File: src/rtl/core/rc4c_pkg.sv
`default_nettype none

package rc4c_pkg;

   localparam int BYTE_W      = 8;
   localparam int PERM_DEPTH  = 256;
   localparam int PERM_AW     = 8;
   localparam int KEY_MAX_DEF = 256;

   localparam logic [PERM_AW-1:0] PERM_LAST = PERM_AW'(PERM_DEPTH - 1);

   localparam logic OP_KEY  = 1'b0;
   localparam logic OP_DATA = 1'b1;

   localparam logic [1:0] ST_DATA_OK  = 2'd0;
   localparam logic [1:0] ST_KEY_SET  = 2'd1;
   localparam logic [1:0] ST_KEY_LONG = 2'd2;
   localparam logic [1:0] ST_NO_KEY   = 2'd3;

   typedef struct packed {
      logic              opcode;
      logic [BYTE_W-1:0] value;
      logic              last;
   } req_type;

   typedef struct packed {
      logic [BYTE_W-1:0] out_byte;
      logic [1:0]        status;
   } rsp_type;

   typedef struct packed {
      logic full;
      logic overflow;
   } ks_stat_type;

endpackage

`default_nettype wire

File: src/rtl/core/rc4c_keystore.sv
`default_nettype none

module rc4c_keystore #(
   parameter int KEY_MAX = rc4c_pkg::KEY_MAX_DEF,
   parameter int KCW     = $clog2(KEY_MAX + 1),
   parameter int KAW     = (KEY_MAX > 1) ? $clog2(KEY_MAX) : 1
) (
   input  wire                             clock,
   input  wire                             reset,
   input  wire                             wr_en,
   input  wire                             wr_last,
   input  wire  [rc4c_pkg::BYTE_W-1:0]     wr_value,
   input  wire  [KAW-1:0]                  rd_addr,
   output logic [rc4c_pkg::BYTE_W-1:0]     rd_data,
   output rc4c_pkg::ks_stat_type           stat,
   output logic [KCW-1:0]                  key_len
);

   logic [rc4c_pkg::BYTE_W-1:0] key_mem [0:KEY_MAX-1];
   logic [rc4c_pkg::BYTE_W-1:0] rd_data_ff;
   logic [KCW-1:0]              count_ff;
   logic [KCW-1:0]              count_in;
   logic                        ovf_ff;
   logic                        ovf_in;
   logic                        full;

   assign full          = (count_ff >= KCW'(KEY_MAX));
   assign stat.full     = full;
   assign stat.overflow = ovf_ff | full;
   assign key_len       = count_ff + KCW'(1);
   assign rd_data       = rd_data_ff;

   always_comb begin
      count_in = count_ff;
      ovf_in   = ovf_ff;
      if (wr_en) begin
         if (wr_last) begin
            count_in = '0;
            ovf_in   = 1'b0;
         end else if (full) begin
            ovf_in = 1'b1;
         end else begin
            count_in = count_ff + KCW'(1);
         end
      end
   end

   always_ff @(posedge clock) begin
      if (reset) begin
         count_ff <= '0;
         ovf_ff   <= 1'b0;
      end else begin
         count_ff <= count_in;
         ovf_ff   <= ovf_in;
      end
   end

   always_ff @(posedge clock) begin
      if (wr_en && !full) begin
         key_mem[count_ff[KAW-1:0]] <= wr_value;
      end
      rd_data_ff <= key_mem[rd_addr];
   end

endmodule

`default_nettype wire

File: src/rtl/core/rc4c_engine.sv
`default_nettype none

module rc4c_engine #(
   parameter int KEY_MAX = rc4c_pkg::KEY_MAX_DEF,
   parameter int KCW     = $clog2(KEY_MAX + 1),
   parameter int KAW     = (KEY_MAX > 1) ? $clog2(KEY_MAX) : 1
) (
   input  wire                             clock,
   input  wire                             reset,
   input  wire                             in_accept,
   input  rc4c_pkg::req_type               in_item,
   input  rc4c_pkg::ks_stat_type           ks_stat,
   input  wire  [KCW-1:0]                  key_len,
   input  wire  [rc4c_pkg::BYTE_W-1:0]     key_rdata,
   output logic [KAW-1:0]                  key_addr,
   input  wire                             rsp_free,
   output logic                            busy,
   output logic                            res_valid,
   output rc4c_pkg::rsp_type               res
);

   localparam int PAW = rc4c_pkg::PERM_AW;
   localparam int BW  = rc4c_pkg::BYTE_W;

   localparam logic [3:0] S_IDLE  = 4'd0;
   localparam logic [3:0] S_INIT  = 4'd1;
   localparam logic [3:0] S_MIX_A = 4'd2;
   localparam logic [3:0] S_MIX_B = 4'd3;
   localparam logic [3:0] S_MIX_C = 4'd4;
   localparam logic [3:0] S_MIX_D = 4'd5;
   localparam logic [3:0] S_DAT_1 = 4'd6;
   localparam logic [3:0] S_DAT_2 = 4'd7;
   localparam logic [3:0] S_DAT_3 = 4'd8;
   localparam logic [3:0] S_DAT_4 = 4'd9;
   localparam logic [3:0] S_DAT_5 = 4'd10;
   localparam logic [3:0] S_EMIT  = 4'd11;

   logic [BW-1:0]  perm_mem [0:rc4c_pkg::PERM_DEPTH-1];
   logic [BW-1:0]  perm_rd_ff;
   logic [PAW-1:0] perm_addr;
   logic           perm_we;
   logic [BW-1:0]  perm_wdata;

   logic [3:0]        state_ff, state_in;
   logic [PAW-1:0]    n_ff, n_in;
   logic [BW-1:0]     acc_ff, acc_in;
   logic [KCW-1:0]    kidx_ff, kidx_in;
   logic [KCW-1:0]    len_ff, len_in;
   logic [KCW-1:0]    kidx_inc;
   logic [PAW-1:0]    i_ff, i_in;
   logic [PAW-1:0]    j_ff, j_in;
   logic [BW-1:0]     hold_ff, hold_in;
   logic [BW-1:0]     sj_ff, sj_in;
   logic [BW-1:0]     value_ff, value_in;
   logic              last_ff, last_in;
   logic              loaded_ff, loaded_in;
   rc4c_pkg::rsp_type res_ff, res_in;
   logic [BW-1:0]     mix_sum;
   logic [PAW-1:0]    j_sum;
   logic [PAW-1:0]    out_idx;

   assign key_addr  = kidx_ff[KAW-1:0];
   assign busy      = (state_ff != S_IDLE);
   assign res_valid = (state_ff == S_EMIT);
   assign res       = res_ff;

   assign mix_sum  = acc_ff + perm_rd_ff + key_rdata;
   assign j_sum    = j_ff + perm_rd_ff;
   assign out_idx  = hold_ff + sj_ff;
   assign kidx_inc = kidx_ff + KCW'(1);

   always_comb begin
      state_in   = state_ff;
      n_in       = n_ff;
      acc_in     = acc_ff;
      kidx_in    = kidx_ff;
      len_in     = len_ff;
      i_in       = i_ff;
      j_in       = j_ff;
      hold_in    = hold_ff;
      sj_in      = sj_ff;
      value_in   = value_ff;
      last_in    = last_ff;
      loaded_in  = loaded_ff;
      res_in     = res_ff;
      perm_addr  = i_ff + PAW'(1);
      perm_we    = 1'b0;
      perm_wdata = n_ff;
      unique case (state_ff)
         S_IDLE: begin
            if (in_accept) begin
               value_in = in_item.value;
               last_in  = in_item.last;
               if (in_item.opcode == rc4c_pkg::OP_KEY) begin
                  if (in_item.last) begin
                     res_in.out_byte = '0;
                     if (ks_stat.overflow) begin
                        res_in.status = rc4c_pkg::ST_KEY_LONG;
                        state_in      = S_EMIT;
                     end else begin
                        len_in   = key_len;
                        n_in     = '0;
                        state_in = S_INIT;
                     end
                  end
               end else if (!loaded_ff) begin
                  res_in.out_byte = '0;
                  res_in.status   = rc4c_pkg::ST_NO_KEY;
                  state_in        = S_EMIT;
               end else begin
                  i_in     = i_ff + PAW'(1);
                  state_in = S_DAT_1;
               end
            end
         end
         S_INIT: begin
            perm_addr  = n_ff;
            perm_we    = 1'b1;
            perm_wdata = n_ff;
            n_in       = n_ff + PAW'(1);
            if (n_ff == rc4c_pkg::PERM_LAST) begin
               acc_in   = '0;
               kidx_in  = '0;
               state_in = S_MIX_A;
            end
         end
         S_MIX_A: begin
            perm_addr = n_ff;
            state_in  = S_MIX_B;
         end
         S_MIX_B: begin
            perm_addr = mix_sum;
            hold_in   = perm_rd_ff;
            acc_in    = mix_sum;
            state_in  = S_MIX_C;
         end
         S_MIX_C: begin
            perm_addr  = n_ff;
            perm_we    = 1'b1;
            perm_wdata = perm_rd_ff;
            state_in   = S_MIX_D;
         end
         S_MIX_D: begin
            perm_addr  = acc_ff;
            perm_we    = 1'b1;
            perm_wdata = hold_ff;
            n_in       = n_ff + PAW'(1);
            kidx_in    = (kidx_inc == len_ff) ? '0 : kidx_inc;
            if (n_ff == rc4c_pkg::PERM_LAST) begin
               loaded_in       = 1'b1;
               i_in            = '0;
               j_in            = '0;
               res_in.out_byte = '0;
               res_in.status   = rc4c_pkg::ST_KEY_SET;
               state_in        = S_EMIT;
            end else begin
               state_in = S_MIX_A;
            end
         end
         S_DAT_1: begin
            perm_addr = j_sum;
            hold_in   = perm_rd_ff;
            j_in      = j_sum;
            state_in  = S_DAT_2;
         end
         S_DAT_2: begin
            perm_addr  = i_ff;
            perm_we    = 1'b1;
            perm_wdata = perm_rd_ff;
            sj_in      = perm_rd_ff;
            state_in   = S_DAT_3;
         end
         S_DAT_3: begin
            perm_addr  = j_ff;
            perm_we    = 1'b1;
            perm_wdata = hold_ff;
            state_in   = S_DAT_4;
         end
         S_DAT_4: begin
            perm_addr = out_idx;
            state_in  = S_DAT_5;
         end
         S_DAT_5: begin
            res_in.out_byte = value_ff ^ perm_rd_ff;
            res_in.status   = rc4c_pkg::ST_DATA_OK;
            if (last_ff) begin
               i_in = '0;
               j_in = '0;
            end
            state_in = S_EMIT;
         end
         S_EMIT: begin
            if (rsp_free) begin
               state_in = S_IDLE;
            end
         end
         default: begin
            state_in = S_IDLE;
         end
      endcase
   end

   always_ff @(posedge clock) begin
      if (reset) begin
         state_ff  <= S_IDLE;
         loaded_ff <= 1'b0;
         i_ff      <= '0;
         j_ff      <= '0;
      end else begin
         state_ff  <= state_in;
         loaded_ff <= loaded_in;
         i_ff      <= i_in;
         j_ff      <= j_in;
      end
   end

   always_ff @(posedge clock) begin
      n_ff     <= n_in;
      acc_ff   <= acc_in;
      kidx_ff  <= kidx_in;
      len_ff   <= len_in;
      hold_ff  <= hold_in;
      sj_ff    <= sj_in;
      value_ff <= value_in;
      last_ff  <= last_in;
      res_ff   <= res_in;
   end

   always_ff @(posedge clock) begin
      if (perm_we) begin
         perm_mem[perm_addr] <= perm_wdata;
      end
      perm_rd_ff <= perm_mem[perm_addr];
   end

endmodule

`default_nettype wire

File: src/rtl/core/rc4_stream_cipher_top.sv
// RC4 cipher engine built around one single-port 256-entry permutation memory that a small
// sequencer walks through. A key byte that is not the last one only goes into the key store.
// The last byte of a key that fits the store runs the key schedule: it loads the identity,
// then makes four memory accesses for each of the 256 mixing steps, then gives the status
// item. A data byte needs five dependent reads and writes of the permutation memory plus
// accept and result. The block takes no new item while one is in work; a finished result
// waits in the output register, so the next item is accepted while it is still stalled.
`default_nettype none

module rc4_stream_cipher_top #(
   parameter int KEY_MAX = rc4c_pkg::KEY_MAX_DEF
) (
   input  wire                clock,
   input  wire                reset,
   input  wire                req_valid,
   output logic               req_stall,
   input  rc4c_pkg::req_type  req_data,
   output logic               rsp_valid,
   input  wire                rsp_stall,
   output rc4c_pkg::rsp_type  rsp_data
);

   localparam int KCW = $clog2(KEY_MAX + 1);
   localparam int KAW = (KEY_MAX > 1) ? $clog2(KEY_MAX) : 1;

   logic                        in_accept;
   logic                        busy;
   logic                        res_valid;
   rc4c_pkg::rsp_type           res;
   logic                        rsp_free;
   rc4c_pkg::ks_stat_type       ks_stat;
   logic [KCW-1:0]              key_len;
   logic [KAW-1:0]              key_addr;
   logic [rc4c_pkg::BYTE_W-1:0] key_rdata;
   logic                        rsp_valid_ff, rsp_valid_in;
   rc4c_pkg::rsp_type           rsp_data_ff;

   assign req_stall = busy;
   assign in_accept = req_valid && !busy;
   assign rsp_free  = !rsp_valid_ff || !rsp_stall;
   assign rsp_valid = rsp_valid_ff;
   assign rsp_data  = rsp_data_ff;

   rc4c_keystore #(
      .KEY_MAX (KEY_MAX),
      .KCW     (KCW),
      .KAW     (KAW)
   ) u_keystore (
      .clock    (clock),
      .reset    (reset),
      .wr_en    (in_accept && (req_data.opcode == rc4c_pkg::OP_KEY)),
      .wr_last  (req_data.last),
      .wr_value (req_data.value),
      .rd_addr  (key_addr),
      .rd_data  (key_rdata),
      .stat     (ks_stat),
      .key_len  (key_len)
   );

   rc4c_engine #(
      .KEY_MAX (KEY_MAX),
      .KCW     (KCW),
      .KAW     (KAW)
   ) u_engine (
      .clock     (clock),
      .reset     (reset),
      .in_accept (in_accept),
      .in_item   (req_data),
      .ks_stat   (ks_stat),
      .key_len   (key_len),
      .key_rdata (key_rdata),
      .key_addr  (key_addr),
      .rsp_free  (rsp_free),
      .busy      (busy),
      .res_valid (res_valid),
      .res       (res)
   );

   always_comb begin
      rsp_valid_in = rsp_valid_ff;
      if (res_valid && rsp_free) begin
         rsp_valid_in = 1'b1;
      end else if (!rsp_stall) begin
         rsp_valid_in = 1'b0;
      end
   end

   always_ff @(posedge clock) begin
      if (reset) begin
         rsp_valid_ff <= 1'b0;
      end else begin
         rsp_valid_ff <= rsp_valid_in;
      end
   end

   always_ff @(posedge clock) begin
      if (res_valid && rsp_free) begin
         rsp_data_ff <= res;
      end
   end

endmodule

`default_nettype wire

File: config.mk
export PLATFORM = sky130hd
export DESIGN_NAME = rc4_stream_cipher_top
export DESIGN_NICKNAME = d
export VERILOG_FILES = /design/src/rtl/core/rc4c_pkg.sv /design/src/rtl/core/rc4c_keystore.sv /design/src/rtl/core/rc4c_engine.sv /design/src/rtl/core/rc4_stream_cipher_top.sv
export SDC_FILE = /design/constraint.sdc
export NUM_CORES = 2
export LEC_CHECK = 0
export ABC_AREA = 0
export BUFFER_PORTS_ARGS = -buffer_cell sky130_fd_sc_hd__buf_2
export CORE_MARGIN = 3
export CORE_UTILIZATION = 61
export DETAILED_ROUTE_END_ITERATION = 10
export PLACE_DENSITY = 0.77
export SLEW_MARGIN = 20
export SYNTH_ARGS = -nofsm -noshare
export SYNTH_HDL_FRONTEND = slang
export SYNTH_SLANG_ARGS = --single-unit
File: constraint.sdc
create_clock -name clock -period 12.4 [get_ports clock]
set_input_delay 2.48 -clock clock [delete_from_list [all_inputs] [get_ports clock]]
set_output_delay 2.48 -clock clock [all_outputs]
set_load 0.1 [all_outputs]
Yosys cells after proc, flatten, opt, wreduce, memory -nomap -nowiden
Memory sizes are Yosys's and may differ from the RTL's. A register that Yosys moved wholly into a read port is not among the register bits.
Cells that the tools add are included.

storage, ports and cells
  flip-flop bits (word level) = 111
  bits in writable memories = 4,096
  input port bits = 14
  output and inout port bits = 12
  logic and storage cells = 143
  memories = 2

operators by class
  add/subtract/negate cells = 8
  $lt $le $gt $ge = 1
  equality and inequality tests = 28
  mux-type cells = 45
  bitwise gates (word level) = 4
  reductions and logical operators = 36

memories
  memory              words  width  rd ports  clocked after Yosys merged registers in  write ports  RTL line             RTL
  u_engine.perm_mem   256    8      1         1                                        1            rc4c_engine.sv:38    logic [BW-1:0] perm_mem [0:rc4c_pkg::PERM_DEPTH-1];
  u_keystore.key_mem  256    8      1         1                                        1            rc4c_keystore.sv:19  logic [rc4c_pkg::BYTE_W-1:0] key_mem [0:KEY_MAX-1];

operator list
  cell                 number
  $mux 8               9
  $pmux 8 s7           1
  $mux 10              5
  $pmux 4 s12          1
  $pmux 8 s2           3
  $pmux 8 s3           2
  $mux 9               4
  $add 8x8->8          4
  $mux 4               8
  $pmux 10 s3          1
  $add 9x1->9 const B  2
  $pmux 9 s2           1
  $add 8x1->8 const B  2
  $eq 4x3->1 const B   4
  $eq 4x4->1 const B   4
  $reduce_and 5->1     3
  $ne 2x1->1 const B   6
  $ne 2x2->1 const B   6
  $reduce_and 2->1     6
  $reduce_and 6->1     2
  $eq 9x9->1           1
  $ge 9x9->1 const B   1
  $mux 1               9
  $ne 3x3->1 const B   3
  other kinds (19)     34

Depth between registers and ports, before layout
  depth in word-level cells = 7
  gate-level depth with buffers = 19
  mapped depth without buffers = 16

Modules after synthesis
From an unflattened synthesis, not the netlist that was laid out.

second synthesis, totals
  cell total of the unflattened synthesis = 9,788
  area total of the unflattened synthesis = 166,671.1 um2

by module, submodules not included
  module                 times used  cells an instance  area an instance (um2)
  rc4c_engine            1           5,968              86,412.9
  rc4c_keystore          1           3,803              79,891.6
  rc4_stream_cipher_top  1           17                 366.6

Worst setup path after synthesis
Ideal clock, no wire load.

  kind = reg2reg
  start = register u_engine.state_ff[1]
  end = memory u_engine.perm_mem[0][0] (netlist bit), data pin
  setup time = 864 ps
  arrival time = 4,850 ps
  required time = 11,536 ps
  setup slack = 6,685 ps
  stages on the path, launching flop included = 7
  buffers on the path = 3
  clock period less this slack = 5,715 ps
  cells stage by stage = dfxtp_1 buf_6 buf_2 clkbuf_1 nor2_1 nor2_1 a221o_1

on the way
  cells in the longest elaborated chain, start to end = 3
  elaborated cells between the ends (all ways) = 7

ends and longest elaborated chain
  item                                      RTL line            RTL
  start, declared                           rc4c_engine.sv:44   logic [3:0] state_ff, state_in;
  start signal, assigned                    rc4c_engine.sv:210  state_ff <= state_in;
  $eq 4x4->1 or $eq 4x3->1 (tied branches)  rc4c_engine.sv:89   unique case (state_ff)
  $reduce_or 2->1 (no source line)          n/a
  $pmux 8 s2 *                              rc4c_engine.sv:89
  via u_engine.perm_wdata[0]                rc4c_engine.sv:42   logic [BW-1:0] perm_wdata;
  end, declared                             rc4c_engine.sv:38

Mark *: on every way through the listed nets, which the timed path passes. The rest lies on a longest branch.

Worst setup path in the final report
  start = register u_engine.perm_rd_ff[0], read port of u_engine.perm_mem
  end = register u_engine.perm_rd_ff[1], read port of u_engine.perm_mem

on the way
  cells in the longest elaborated chain, start to end = 3
  elaborated cells between the ends (all ways) = 4

ends and longest elaborated chain
  item                      RTL line           RTL
  start, declared           rc4c_engine.sv:39  logic [BW-1:0] perm_rd_ff;
  $add 8x8->8 (2 in a row)  rc4c_engine.sv:67  assign mix_sum = acc_ff + perm_rd_ff + key_rdata;
  $pmux 8 s7 *              rc4c_engine.sv:89

Mark *: on every way between the ends. The rest lies on a longest branch, timed or not.
A chain may end at the register's enable or synchronous reset.

==> summary.txt <==
Status
  – Status: finished clean

Clock network
  – Clock Sinks: 4223
  – CTS Root Cell: clkbuf_16
  – Count of cells resized by post-cts repair: 0
  – Clk buf depth: 4
  – CTS Hold Bufs: 0
  – Reg clk slew, reported paths: 60 ps
  – CTS tree: yes
  – Post-CTS setup buffers: 0
  – Clock Latency Late Sink: 980 ps
  – Num CTS Buffers: a little over 400
  – H-tree levels: 5

Logic synthesis
  – Synth top cells by count: 4175 x edfxtp_1, 1218 x nand2_1, 684 x nor2_1
  – Synth area leader: edfxtp_1
  – Seq cells post-synth: between 4000 and 5000
  – Main synth FF type: edfxtp_1
  – Synth area leaders: edfxtp_1 75%, mux4_2 4.5%, mux2i_1 3.7%, nand2_1 2.7%, a21oi_1 1.6%
  – Syn Inst Count: 10300
  – Count leader, synth: edfxtp_1
  – Syn nets: between 10000 and 15000
  – Seq/Total Area, Yosys: 75.3%
  – Netlist cell types: 95
  – Yosys Warn Count: 0
  – Mean Syn Cell Area: 16.2 um2
  – Synth top area share: approximately three quarters
  – Ys async rst share: 0%
  – Cell Area, Synth: 168000 um2
  – EDFF count, synth: ~4200

Cells and area
  – Syn-to-layout area delta: 10.1%
  – Share of cells above drive strength 1: approximately an eighth
  – Finished Layout Cells: around 14000
  – Nets: 10300

Detailed routing
  – Via density: slightly below 7
  – Initial DRC count: about 15000
  – Final WL: roughly 440000 um
  – DRC Markers: 0
  – WL/cell: 30.9 um
  – First-pass detailed-route iteration total: 10
  – Vias: 97600
  – Post-route ant nets: 0

Worst setup path
  – Worst flop-to-flop path startpoint: u_engine.perm_rd_ff[0]$_DFF_P_
  – Setup crit end kind: flip-flop
  – Reg-to-Reg End: u_engine.perm_rd_ff[1]$_DFF_P_
  – Crit path DAT: 7450 ps
  – Crit path required time: 13080 ps
  – Kind of critical path: reg2reg
  – Worst R2R Path Depth: 18
  – Setup slack, reg-to-reg: about 5600 ps
  – Crit Path Max Fanout: 38
  – CP Launch Type: flip-flop

Floorplanning
  – DIE AREA: about 280000 um2
  – Initial core utilization: around three fifths
  – Core area: 272000 um2
  – # rows: 191
  – Die height: 531 um
  – Die width: 531 um
  – Ports: 26

STA
  – Final period util: 54.6%
  – Setup TNS: 0 ps
  – Worst Tran Pin Value: 1230 ps
  – Fin. max-slew vios: 0
  – F_max: 148 MHz
  – Worst clock skew: 103 ps
  – Min Tclk post-route: 6770 ps
  – Setup repair after global routing missed its margin: no
  – Final Hold Violating Endpoints: 0
  – Max-slew headroom: 17.4%
  – Setup Viol. Count Final: 0

Placement
  – Placed cells: 13400
  – Number of buffers added on ports: 25
  – Final GP Congestion: 0.946
  – Hpwl dp: 259000 um

Global route
  – Largest net degree at the start of global routing: 187
  – Remaining global-route overflow: 0
  – Antenna violations before repair: 19
  – Vias in the first global route: 93900
  – Global Route Usage Sum: 30.8%
  – First-pass GRT wire length: 639000 um

Worst hold path
  – Worst hold path class: reg2reg
  – Hold path startpoint: u_engine.res[6]$_DFFE_PP_
  – Hold-critical path endpoint: rsp_data[6]$_DFFE_PP_
  – Hold Path Stages: 0

Flow run
  – # Max-Cap Violations: 0

Pwr
  – Pwr Density: 232 nW/um2
  – LEAKAGE: 60.2 nW
  – Max IR drop VDD: approximately 0.32 mV
==> power breakdown <==
| group | internal [mW] | total [mW] | switching [mW] | leakage [nW] |
|---|---|---|---|---|
| Sequential | 17.0 | 17.1 | 0.0894 | 38.0 |
| Combinational | 3.43 | 13.1 | 9.71 | 15.7 |
| Clock | 7.27 | 12.6 | 5.33 | 6.58 |
| Total | 27.7 | 42.9 | 15.1 | 60.2 |
==> final cells by class <==
cell class / count / area, um2
clock buffers: 498 / 10600
fillers: 17000 / 87400
well taps: 3570 / 4470
clock inverters: 253 / 2980
multi-input cells: 5410 / 38600
inverters: 31 / 119
repair buffers: 198 / 1760
flip-flops and latches: 4223 / 126000
diodes: 6 / 15.0
==> layout by cell type, fill, tap and decap left out, types with 15 or more instances in the layout <==
cell,Yosys,final
a211o_1,29,29
a211oi_1,103,103
a21oi_1,541,538
a221o_1,16,15
a221oi_1,21,21
a22o_1,24,24
a22oi_1,104,104
a31oi_1,63,63
a32o_1,22,22
a32oi_1,130,130
and3_1,93,93
buf_12,0,17
buf_2,244,17
buf_4,32,153
bufinv_16,0,55
clkbuf_1,290,86
clkbuf_16,0,410
clkinv_1,1,78
clkinv_2,0,70
clkinvlp_4,0,20
dfxtp_1,48,48
edfxtp_1,4175,4175
ha_1,27,27
inv_1,27,27
mux2_2,119,119
mux2i_1,616,616
mux4_2,339,339
nand2_1,1218,1208
nand3_1,322,322
nand4_1,149,149
nor2_1,684,678
nor3_1,76,73
o21ai_0,155,154
o221ai_1,123,123
o22ai_1,132,132
xnor2_1,31,31
xor2_1,27,27
==> worst max-delay path, cell delays in order, from the launching register on <==
cell      delay, ps
dfxtp_1         530
inv_1           120
fa_1            380
inv_1            70
ha_1            200
inv_1            90
fa_1            470
xor2_1          220
nor2_1           80
a221oi_1        710
o211ai_1        630
nor2_4          220
buf_4           500
nor3_4           40
buf_4           310
nand4_1         170
nand4_1         250
o41ai_1        1080
nand4_1         410
==> kinds of logic (layout without fill, tap and decap cells) <==
family / after synthesis / in the layout / synth area share, %
xor+xnor: 58 / 58 / 0.303
flops: 4223 / 4223 / 75.3
buf+inv: 701 / 980 / 1.91
compound gates: 1608 / 1608 / 6.43
other cells: 0 / 6 / 0
simple gates: 2632 / 2632 / 6.74
mux: 1075 / 1075 / 9.03
fa+ha+maj: 37 / 37 / 0.321
==> worst max-delay path by stage <==
stage                                                 start                             endpoint  slack (ps)  depth (start not counted)
final                        u_engine.perm_rd_ff[0]$_DFF_P_       u_engine.perm_rd_ff[1]$_DFF_P_        5630                         18
after floorplan           u_engine.state_ff[1]$_SDFFE_PP0P_    u_engine.perm_mem[0][0]$_DFFE_PP_        6690                          6
after CTS                    u_engine.perm_rd_ff[0]$_DFF_P_  u_engine.perm_mem[226][7]$_DFFE_PP_        5930                         15
after detailed placement     u_engine.perm_rd_ff[0]$_DFF_P_  u_engine.perm_mem[226][6]$_DFFE_PP_        5950                         15
after global placement       u_engine.perm_rd_ff[0]$_DFF_P_  u_engine.perm_mem[178][3]$_DFFE_PP_        6050                         15
after global routing         u_engine.perm_rd_ff[0]$_DFF_P_    u_engine.perm_mem[2][5]$_DFFE_PP_        5640                         15
==> layer usage <==
metal | share of wire, % | track usage, % | up-vias
met5 | 0.014 | 0 | -
met4 | 4.4 | 11.6 | 10
met3 | 13 | 8.17 | 1101
met2 | 45 | 46.1 | 7069
met1 | 37 | 44.1 | 48900
li1 | - | - | 40500
==> sequential cells by signal (all words and copies together) (netlist names) <==
signal               cells
u_engine.perm_mem     2048
u_keystore.key_mem    2048
rsp_data                10
u_engine.res            10
u_engine.kidx_ff         9
u_engine.len_ff          9
u_keystore.count_ff      9
u_engine.acc_ff          8
u_engine.hold_ff         8
u_engine.i_ff            8
u_engine.j_ff            8
u_engine.n_ff            8
u_engine.perm_rd_ff      8
u_engine.sj_ff           8
u_engine.value_ff        8
u_keystore.rd_data       8
u_engine.state_ff        4
rsp_valid                1
u_engine.last_ff         1
u_engine.loaded_ff       1
u_keystore.ovf_ff        1
==> through the flow <==
step / power, mW / instance area [um2] / hold slack [ps] / setup slack [ps] / util, %
floorplan: 25.7 / 168000 / 400 / 6690 / -
global placement: 29.8 / 171000 / 410 / 6050 / 62.9
detailed placement: 30.1 / 171000 / 413 / 5950 / 62.9
CTS: 42.5 / 185000 / 428 / 5930 / 67.9
global route: 44.0 / 185000 / 450 / 5640 / 67.9
finish: 42.9 / 185000 / 426 / 5630 / 67.9
Power figures use the tool's default switching activity.
